**src/hdl/bsr_pkg.sv**
```systemverilog
// shared types and constants for the brush shape rasterizer
`timescale 1ns / 1ps
`default_nettype none
package bsr_pkg;
  localparam int MAX_GRID_DEF  = 64;
  localparam int MAX_BRUSH_DEF = 15;

  localparam logic [3:0] OP_STAMP  = 4'd0;
  localparam logic [3:0] OP_ERASE  = 4'd1;
  localparam logic [3:0] OP_LINE   = 4'd2;
  localparam logic [3:0] OP_RECT   = 4'd3;
  localparam logic [3:0] OP_FRECT  = 4'd4;
  localparam logic [3:0] OP_CIRC   = 4'd5;
  localparam logic [3:0] OP_FCIRC  = 4'd6;
  localparam logic [3:0] OP_READ   = 4'd7;
  localparam logic [3:0] OP_CLEAR  = 4'd8;

  // config register byte addresses
  localparam logic [2:0] ADDR_GRID  = 3'd0;
  localparam logic [2:0] ADDR_BRUSH = 3'd4;

  // datapath commands issued by the controller
  typedef enum logic [3:0] {
    CMD_NONE, CMD_LOAD, CMD_STAMP_INIT, CMD_STAMP_STEP, CMD_SHAPE_STEP,
    CMD_CLEAR_STEP, CMD_READ_ADDR, CMD_READ_TAKE, CMD_CLEAR_INIT
  } cmd_t;

  // status back to the controller
  typedef struct packed {
    logic point_ok;    // current plot point is inside the grid (and inside the circle for a filled circle)
    logic stamp_last;  // last pixel of the current brush square
    logic shape_last;  // no more points in current shape
    logic clear_last;  // last entry of clearing sweep
    logic is_shape;    // opcode walks a shape
    logic is_erase;
    logic is_stamp;
    logic is_read;
    logic is_clear;
  } status_t;
endpackage
`default_nettype wire

```
**src/hdl/bsr_ctrl.sv**
```systemverilog
// command sequencer for the rasterizer
`timescale 1ns / 1ps
`default_nettype none
module bsr_ctrl
  import bsr_pkg::*;
(
  input  wire logic clk,
  input  wire logic rst,
  input  wire logic in_valid,
  output logic      in_stall,
  output logic      out_valid,
  input  wire logic out_stall,
  input  wire status_t status,
  output cmd_t      cmd
);
  typedef enum logic [3:0] {
    S_RESET, S_CLR, S_IDLE, S_DECODE, S_PT, S_STAMP_INIT, S_STAMP, S_NEXT,
    S_READ0, S_READ1, S_READ2, S_CLEAR, S_DONE
  } state_t;
  state_t state;

  assign in_stall = (state != S_IDLE) || (out_valid && out_stall);

  always_comb begin
    cmd = CMD_NONE;
    unique case (state)
      S_RESET:      cmd = CMD_CLEAR_INIT;
      S_CLR:        cmd = CMD_CLEAR_STEP;
      S_IDLE:       if (in_valid && !in_stall) cmd = CMD_LOAD;
      S_STAMP_INIT: cmd = CMD_STAMP_INIT;
      S_STAMP:      cmd = CMD_STAMP_STEP;
      S_NEXT:       cmd = CMD_SHAPE_STEP;
      S_READ0:      cmd = CMD_READ_ADDR;
      S_READ2:      cmd = CMD_READ_TAKE;
      S_CLEAR:      cmd = CMD_CLEAR_STEP;
      default:      cmd = CMD_NONE;
    endcase
  end

  // state and result flag
  always_ff @(posedge clk) begin
    if (rst) begin
      state <= S_RESET;
      out_valid <= 1'b0;
    end else begin
      if (out_valid && !out_stall) out_valid <= 1'b0;
      unique case (state)
        S_RESET: state <= S_CLR;
        S_CLR:   if (status.clear_last) state <= S_IDLE;
        S_IDLE:  if (in_valid && !in_stall) state <= S_DECODE;
        S_DECODE: begin
          if (status.is_read) state <= S_READ0;
          else if (status.is_clear) state <= S_CLEAR;
          else if (status.is_erase) state <= S_STAMP_INIT;
          else if (status.is_stamp || status.is_shape) state <= S_PT;
          else state <= S_DONE;
        end
        S_PT: begin
          if (status.point_ok) state <= S_STAMP_INIT;
          else if (status.is_shape && !status.shape_last) state <= S_NEXT;
          else state <= S_DONE;
        end
        S_STAMP_INIT: state <= S_STAMP;
        S_STAMP: begin
          if (status.stamp_last) begin
            if (status.is_shape && !status.shape_last) state <= S_NEXT;
            else state <= S_DONE;
          end
        end
        S_NEXT:  state <= S_PT;
        S_READ0: state <= S_READ1;
        S_READ1: state <= S_READ2;
        S_READ2: state <= S_DONE;
        S_CLEAR: if (status.clear_last) state <= S_DONE;
        S_DONE: begin
          out_valid <= 1'b1;
          state <= S_IDLE;
        end
        default: state <= S_IDLE;
      endcase
    end
  end
endmodule
`default_nettype wire

```
**config.mk**
```make
export PLATFORM = sky130hd
export DESIGN_NAME = bsr_ctrl
export DESIGN_NICKNAME = d
export VERILOG_FILES = /design/src/hdl/bsr_pkg.sv /design/src/hdl/bsr_ctrl.sv
export SDC_FILE = /design/constraint.sdc
export NUM_CORES = 1
export LEC_CHECK = 0
export BUFFER_PORTS_ARGS = -buffer_cell sky130_fd_sc_hd__buf_2
export CAP_MARGIN = 40
export CORE_MARGIN = 3
export CORE_UTILIZATION = 40
export DETAILED_ROUTE_END_ITERATION = 8
export PLACE_DENSITY = 0.66
export RECOVER_POWER = 50
export SYNTH_ARGS = -nofsm -noshare
export SYNTH_HDL_FRONTEND = slang
export SYNTH_SLANG_ARGS = --single-unit
```
**constraint.sdc**
```tcl
create_clock -name clk -period 1.7 [get_ports clk]
set_input_delay 0.085 -clock clk [delete_from_list [all_inputs] [get_ports clk]]
set_output_delay 0.085 -clock clk [all_outputs]
set_load 0.005 [all_outputs]
```
-- Yosys cells after proc, flatten, opt, wreduce, memory -nomap -nowiden
Index checks and enable logic that the tools add are counted.
Widths: inputs -> output; s select.
- equality and inequality tests: 17
- multiplexer cells: 15
- reductions and logical operators: 13
- operators with widths (operator ; count):
    $pmux 4 s12 ; 1
    $mux 4 ; 10
    $pmux 4 s8 ; 1
    $eq 4x4->1 const B ; 5
    $eq 4x3->1 const B ; 4
    $eq 4x2->1 const B ; 2
    $ne 2x2->1 const B ; 4
    $eq 4x1->1 const B ; 1
    $logic_and 1x1->1 ; 4
    $logic_not 4->1 ; 1
    $ne 4x2->1 const B ; 1
    $reduce_and 4->1 ; 1
    $logic_not 1->1 ; 3
    $mux 1 ; 3
    $logic_or 1x1->1 ; 2
    $reduce_bool 2->1 ; 1
    $reduce_or 2->1 ; 1
- flip-flop bits (word level): 5
- input bits: 13
- output and inout port bits: 6
- word-level logic and storage cells: 47

-- Logic depth before layout (Yosys ltp)
Gate-level depths: netlist of the first run.
- word-level depth: 6
- mapped depth: 6
- depth with buffers taken out: 5

-- Least setup slack after synthesis of the first run
No wires, ideal clock.
- path type: register to register
- from: reg state[3]
- to: reg state[3]
- setup time: 0.114 ns
- arrival: 1.362 ns
- required time: 1.586 ns
- path slack: 0.223 ns
- cell stages (with the launch flop): 7
- buffers on the path: 1
- period minus slack after synthesis: 1.477 ns
- path through: dfxtp_1 -> buf_2 -> nand2b_4 -> a2111oi_2 -> a2111oi_4 -> a21bo_1 -> a21oi_2
- longest elaborated chain between the ends: 6
- elaborated cells on any way between the ends: 22
- those cells by class: 16 x eq/ne; 1 x mux; 5 x reduce/logical
- RTL lines (what ; line ; source):
    start: declaration ; bsr_ctrl.sv:20 ; state_t state;
    start signal: assignment ; bsr_ctrl.sv:43 ; state <= S_RESET;
    start signal: assignment ; bsr_ctrl.sv:48 ; S_RESET: state <= S_CLR;
    start signal: assignment ; bsr_ctrl.sv:49 ; S_CLR: if (status.clear_last) state <= S_IDLE;
    $ne 4x2->1 ; bsr_ctrl.sv:22 ; assign in_stall = (state != S_IDLE) || (out_valid && out_stall);
    $logic_or 1x1->1 ; bsr_ctrl.sv:22 ;
    $logic_not 1->1 ; bsr_ctrl.sv:50 ; S_IDLE: if (in_valid && !in_stall) state <= S_DECODE;
    $logic_and 1x1->1 ; bsr_ctrl.sv:50 ;
    $ne 2x2->1 (no line) ; n/a ;
    $reduce_and 4->1 (no line) ; n/a ;
Parallel ways exist; a longest one is shown, timed or not.
A chain may end at the register's enable or synchronous reset.

-- Final worst setup path of the first run
- from: reg state[1]
- to: reg state[3]
Same word-level chain as after synthesis.

==> results of run 1 <==
worst max-delay path by stage:
stage                        start        to  slack (ns)  cells past startpoint
after CTS                 state[0]    cmd[2]        0.09                      5
after detailed placement  state[0]  state[2]        0.11                      5
after global routing      state[1]  state[2]       0.009                      5
after floorplan           state[3]  state[3]        0.22                      6
after global placement    state[0]  state[3]        0.14                      5
final                     state[1]  state[3]        0.15                      5
report_power, final:
part,total (mW),switching [mW],internal (mW)
Combinational,0.616,0.312,0.305
Clock,0.136,0.0471,0.0886
Sequential,0.205,0.0571,0.148
Total,0.957,0.416,0.541
routing by layer:
layer | part of all wire (%) | routed length (um) | vias to the layer above
met3 | 5.4 | 73 | 0
li1 | - | - | 312
met2 | 49 | 662 | 19
met5 | 0 | 0 | -
met1 | 45 | 613 | 283
met4 | 0 | 0 | 0
sequential cells by signal (all words and copies together) (netlist names):
register   flops
out_valid      1
state          4
layout make-up:
class                      instances  area share (%)
multi-input combinational         58            58.6
timing repair buffer              24            19.1
sequential                         5            14.4
inverter                           3            1.60
tap                               14            2.50
clock buffer                       4            3.74
metrics by stage:
| step | utilization (%) | instances |
|---|---|---|
| floorplan | - | 71 |
| global placement | 57.0 | 104 |
| detailed placement | 57.0 | 104 |
| CTS | 59.2 | 108 |
| global route | 59.2 | 108 |
| finish | 59.2 | 108 |
worst max-delay path: stages, from the launching register on:
cell and delay (ns):
dfxtp_1 0.49, nand2b_4 0.11, a2111oi_2 0.47, a2111oi_4 0.11, a21bo_1 0.21, a21oi_2 0.05
cell families (layout without fill, tap and decap cells):
family | after synthesis | in the layout
AOI/OAI and AO/OA | 27 | 27
DFF | 5 | 5
muxes | 1 | 1
xor gates and xnor gates | 2 | 2
buffers and inverters | 8 | 31
and+or+nand+nor | 28 | 28
cells in the mapped netlist, drive strengths merged (2+ instances only):
| cell | number | area, um2 |
|---|---|---|
| o21ai | 5 | 25.0 |
| nor2 | 6 | 22.5 |
| dfxtp | 5 | 100 |
| nor2b | 2 | 12.5 |
| a21oi | 7 | 38.8 |
| o31ai | 2 | 15.0 |
| nand3 | 3 | 15.0 |
| inv | 3 | 11.3 |
| buf | 3 | 13.8 |
| xnor2 | 2 | 17.5 |
| clkbuf | 2 | 7.51 |
| nor3 | 3 | 15.0 |
| nand2b | 5 | 38.8 |
| a2111oi | 3 | 57.6 |
| nand2 | 4 | 15.0 |
| a211oi | 2 | 15.0 |
what timing repair did:
action                                  CTS  global route
endpoints found under the hold margin     0             0
hold buffers                              0             0
endpoints found under the setup margin    0             4
gates resized for setup                   0             1
==> impl_metrics.env, run 1 <==
export IMPL_relSlewSlack_pct=71.4
export IMPL_timing_rr_start="state[1]"
export IMPL_layout_drive_gt1_share_pct=37.2
export IMPL_grt_setup_unrepaired="false"
export IMPL_dp_hpwl_um=1050
export IMPL_netlist_area_um2=544
export IMPL_min_delay_start="rst"
export IMPL_setup_viol=0
export IMPL_route_detailed_drc=0
export IMPL_ant_nets=0
export IMPL_vdd_drop_max_v=0.000790
export IMPL_dieArea_um2=1840
export IMPL_fillCellCount=118
export IMPL_ff2ff_path_depth=5
export IMPL_grtUsageMet2_pct=25.7
export IMPL_gp_congestion=0.894
export IMPL_regArea_um2=101
export IMPL_core_um2=1190
export IMPL_htreeDepth=1
export IMPL_first_pass_iters=4
export IMPL_final_common_cell="buf_2"
export IMPL_final_nets=108
export IMPL_synth_top_family_by_area="compound AO/OA/AOI/OAI gates"
export IMPL_min_period_over_period_pct=91.2
export IMPL_clockBufferDepth=2
export IMPL_max_freq_mhz=645
export IMPL_avgSynthCellArea_um2=7.67
export IMPL_synth_edf_count=0
export IMPL_clk_latency_ns=0.24
export IMPL_antennaDiodeCount=0
export IMPL_cts_tree="done"
export IMPL_die_h_um=42.9
export IMPL_finClkSkew_ns=0.00341
export IMPL_power_density_nw_per_um2=1360
export IMPL_yosysSeqAreaShare_pct=18.4
export IMPL_ys_types=35
export IMPL_synth_warnings=0
export IMPL_worst_r2r_endpoint="state[3]"
export IMPL_io_buffers=18
export IMPL_worstPathArrival_ns=1.68
export IMPL_total_power_uw=957
export IMPL_design_area_um2=702
export IMPL_fin_setup_tns_ns=0
export IMPL_grt_busiest_layer="met2"
export IMPL_place_area_um2=676
export IMPL_ys_async_sr_fraction_pct=0
export IMPL_drv_cap=0
export IMPL_outcome="finished clean"
export IMPL_ys_seq_elements=5
export IMPL_synth_nets=84
export IMPL_use_met1_pct=21.7
export IMPL_cts_root_buf="clkbuf_4"
export IMPL_cts_setup_buffers=0
export IMPL_grt_max_degree=18
export IMPL_synthAdderAreaFrac_pct=0
export IMPL_initial_core_util_pct=45.9
export IMPL_io_pins=19
export IMPL_wl_per_cell_um=12.5
export IMPL_fin_crit_ns=1.55
export IMPL_grt_pass1_vias=547
export IMPL_slew_viol_final=0
export IMPL_clkSlewWorstSetupHoldPaths_ns=0.04
export IMPL_vias=614
export IMPL_critPathLaunchType="register"
export IMPL_hold_viol_final=0
export IMPL_antenna_found_initial=0
export IMPL_synthSimpleGateAreaFrac_pct=29.4
export IMPL_dominantRegCellSynth="dfxtp_1"
export IMPL_dpl_worst_slack_ns=0.112
export IMPL_grt_pass1_wl_um=2370
export IMPL_rrSetupSlack_ns=0.15
export IMPL_synth_xor_area_share_pct=3.22
export IMPL_holdCritPathClass="primary input to register"
export IMPL_mostFrequentLayoutCells="buf_2 (17), nor2_1 (6), a21oi_1 (6), buf_4 (6)"
export IMPL_routed_wl_um=1350
export IMPL_drt_iter0_markers=9
export IMPL_numCtsBuffers=3
export IMPL_worst_setup_path_type="register to register"
export IMPL_tightestPinTransition_ns=0.428
export IMPL_grt_overflow=0
export IMPL_fin_ws_ns=0.149
export IMPL_cts_sinks=5
export IMPL_met3_usage_pct=5.51
export IMPL_power_leakage_nw=0.273
export IMPL_synth_compound_area_share_pct=41.1
export IMPL_synthCells=71
export IMPL_whs_path_depth=2
export IMPL_die_x_um=42.9
export IMPL_whs_endpoint="state[3]"
export IMPL_area_growth_pct=29.0
export IMPL_rows=12
export IMPL_routed_via_density=5.69
export IMPL_synthMuxAreaShare_pct=1.84
export IMPL_cp_end_kind="register"
export IMPL_required_ns=1.83
export IMPL_multi_input_area_um2=412
export IMPL_track_usage_pct=16.4
export IMPL_cp_max_fo=7
export IMPL_fin_hold_ws_ns=0.0836
No activity file was read; power rests on OpenSTA's default activity.
==> inputs of run 2 (changes only) <==
--- a/config.mk
+++ b/config.mk
@@ -5,12 +5,13 @@
 export SDC_FILE = /design/constraint.sdc
 export NUM_CORES = 1
 export LEC_CHECK = 0
+export ABC_AREA = 1
 export BUFFER_PORTS_ARGS = -buffer_cell sky130_fd_sc_hd__buf_2
 export CAP_MARGIN = 40
 export CORE_MARGIN = 3
 export CORE_UTILIZATION = 40
 export DETAILED_ROUTE_END_ITERATION = 8
-export PLACE_DENSITY = 0.66
+export PLACE_DENSITY = 0.65
 export RECOVER_POWER = 50
 export SYNTH_ARGS = -nofsm -noshare
 export SYNTH_HDL_FRONTEND = slang
==> run 2 against run 1 <==
  * Largest power group unchanged
  * Clock skew increased by 0.0018 ns
  * Area after synthesis increased by 6.9%
  * Highest routed layer unchanged
  * Critical endpoint is now cmd[0]
  * Maximum frequency increased by 2.7%
==> impl_metrics.env, run 2 <==
export IMPL_outcome="finished clean"
export IMPL_area_growth_pct=21.3
export IMPL_route_detailed_drc=0
export IMPL_whs_path_depth=2
export IMPL_layout_drive_gt1_share_pct=33.6
export IMPL_grt_pass1_vias=590
export IMPL_slew_viol_final=0
export IMPL_ys_types=19
export IMPL_final_nets=139
export IMPL_largest_reg_flops=4
export IMPL_critPathLaunchType="register"
export IMPL_design_area_um2=706
export IMPL_yosysTopAreaCell="nand2_1"
export IMPL_avgSynthCellArea_um2=5.59
export IMPL_core_um2=1330
export IMPL_routed_via_density=4.84
export IMPL_routed_wl_um=1400
export IMPL_vdd_drop_max_v=0.000575
export IMPL_tightestPinTransition_ns=0.283
export IMPL_first_pass_iters=4
export IMPL_antennaDiodeCount=0
export IMPL_gp_congestion=0.800
export IMPL_netlist_area_um2=582
export IMPL_synth_top_area_share_pct=20.6
export IMPL_dominantRegCellSynth="dfxtp_1"
export IMPL_cp_end_kind="primary output"
export IMPL_setup_viol=0
export IMPL_holdCritPathClass="primary input to register"
export IMPL_wl_per_cell_um=10.0
export IMPL_max_freq_mhz=662
export IMPL_final_common_cell="nand2_1"
export IMPL_io_buffers=18
export IMPL_synth_edf_count=0
export IMPL_io_pins=19
export IMPL_finClkSkew_ns=0.00518
export IMPL_rows=13
export IMPL_cts_setup_buffers=0
export IMPL_place_area_um2=679
export IMPL_synthCells=104
export IMPL_fin_hold_ws_ns=0.0571
export IMPL_antenna_found_initial=0
export IMPL_fin_crit_ns=1.51
export IMPL_power_density_nw_per_um2=1230
export IMPL_fin_ws_ns=0.189
export IMPL_grt_setup_unrepaired="false"
export IMPL_dpl_worst_slack_ns=0.469
export IMPL_clockBufferDepth=2
export IMPL_dp_hpwl_um=1180
export IMPL_ys_seq_elements=5
export IMPL_vias=678
export IMPL_grt_max_degree=9
export IMPL_clk_latency_ns=0.24
export IMPL_synth_nets=117
export IMPL_synth_warnings=0
export IMPL_total_power_uw=870
export IMPL_cts_hold_buffers=0
export IMPL_initial_core_util_pct=43.6
export IMPL_top_register="state"
export IMPL_relSlewSlack_pct=81.1
export IMPL_worst_setup_path_type="register to primary output"
export IMPL_ys_async_sr_fraction_pct=0
export IMPL_clkSlewWorstSetupHoldPaths_ns=0.05
export IMPL_yosysMostFrequentCell="nand2_1"
export IMPL_ys_top_cells_by_count="nand2_1 (32), inv_1 (13), nor2_1 (11), inv_2 (6), nand3_1 (6)"
export IMPL_ff2ff_path_depth=8
export IMPL_mostFrequentLayoutCells="nand2_1 (32), buf_2 (18), inv_1 (14), nor2_1 (11), nand3_1 (6)"
export IMPL_die_x_um=44.1
export IMPL_synth_top_cells_by_area="nand2_1 (21%), dfxtp_1 (17%), inv_1 (8.4%)"
export IMPL_worstPathArrival_ns=1.43
export IMPL_min_period_over_period_pct=88.9
export IMPL_grt_pass1_wl_um=2330
export IMPL_cts_root_buf="clkbuf_4"
export IMPL_reg_top3="state (4), out_valid (1)"
export IMPL_cp_max_fo=8
export IMPL_cts_tree="done"
export IMPL_power_leakage_nw=0.398
export IMPL_track_usage_pct=15.3
export IMPL_grt_overflow=0
export IMPL_fin_setup_tns_ns=0
export IMPL_numCtsBuffers=3
export IMPL_drv_cap=0
export IMPL_required_ns=1.62
export IMPL_cts_sinks=5
export IMPL_ant_nets=0
export IMPL_htreeDepth=1
export IMPL_yosysSeqAreaShare_pct=17.2
export IMPL_dieArea_um2=1950
export IMPL_die_h_um=44.1
export IMPL_ctsResizeCount=0
export IMPL_hold_viol_final=0
export IMPL_drt_iter0_markers=16
run 2: logic make-up (layout without fill, tap and decap cells):
| kind of cell | after synthesis | after routing | share of synthesized area [%] |
|---|---|---|---|
| flip-flops | 5 | 5 | 17.2 |
| buffers and inverters | 20 | 41 | 14.2 |
| AND/OR/NAND/NOR | 68 | 68 | 57.9 |
| AO/OA/AOI/OAI | 11 | 11 | 10.8 |
run 2: area by class of cell:
class                           count  area, um2
Fill cell                         139        628
Multi-Input combinational cell     79        399
Sequential cell                     5        100
Timing Repair Buffer               18       90.1
Inverter                           19       71.3
Clock buffer                        4       26.3
Tap cell                           15       18.8
run 2: per-layer routing:
metal / vias up / GRT usage (%) / share of wire, %
met2: 24 / 26.7 / 49
met1: 292 / 20.3 / 46
met4: 0 / 1.81 / 0
met5: - / 0 / 0
li1: 362 / - / -
met3: 0 / 2.44 / 5.6
run 2: where the power goes:
part           switching (mW)  internal (mW)  leakage (nW)  total, mW
logic                   0.326          0.207         0.342      0.533
clock network          0.0468         0.0886        0.0150      0.135
registers              0.0553          0.147        0.0409      0.202
run 2: path summary, 6_finish.rpt:
kind	slack, ns	from	to
min reg2reg	0.57	out_valid	out_valid
max	0.19	state[1]	cmd[0]
min	0.06	rst	state[0]
max reg2reg	0.41	state[1]	state[1]
run 2: per-stage QoR:
step,cells,utilization (%)
after floorplan,104,-
after global placement,136,50.9
after detailed placement,136,50.9
after CTS,140,52.9
after global routing,140,52.9
final,140,52.9
run 2: worst max-delay path, stage by stage (launching register included):
cell and delay (ns):
dfxtp_1 0.47, inv_1 0.14, nor2_4 0.12, nand2_1 0.11
inv_1 0.09, nand3_1 0.07, nand3b_1 0.08, buf_2 0.11
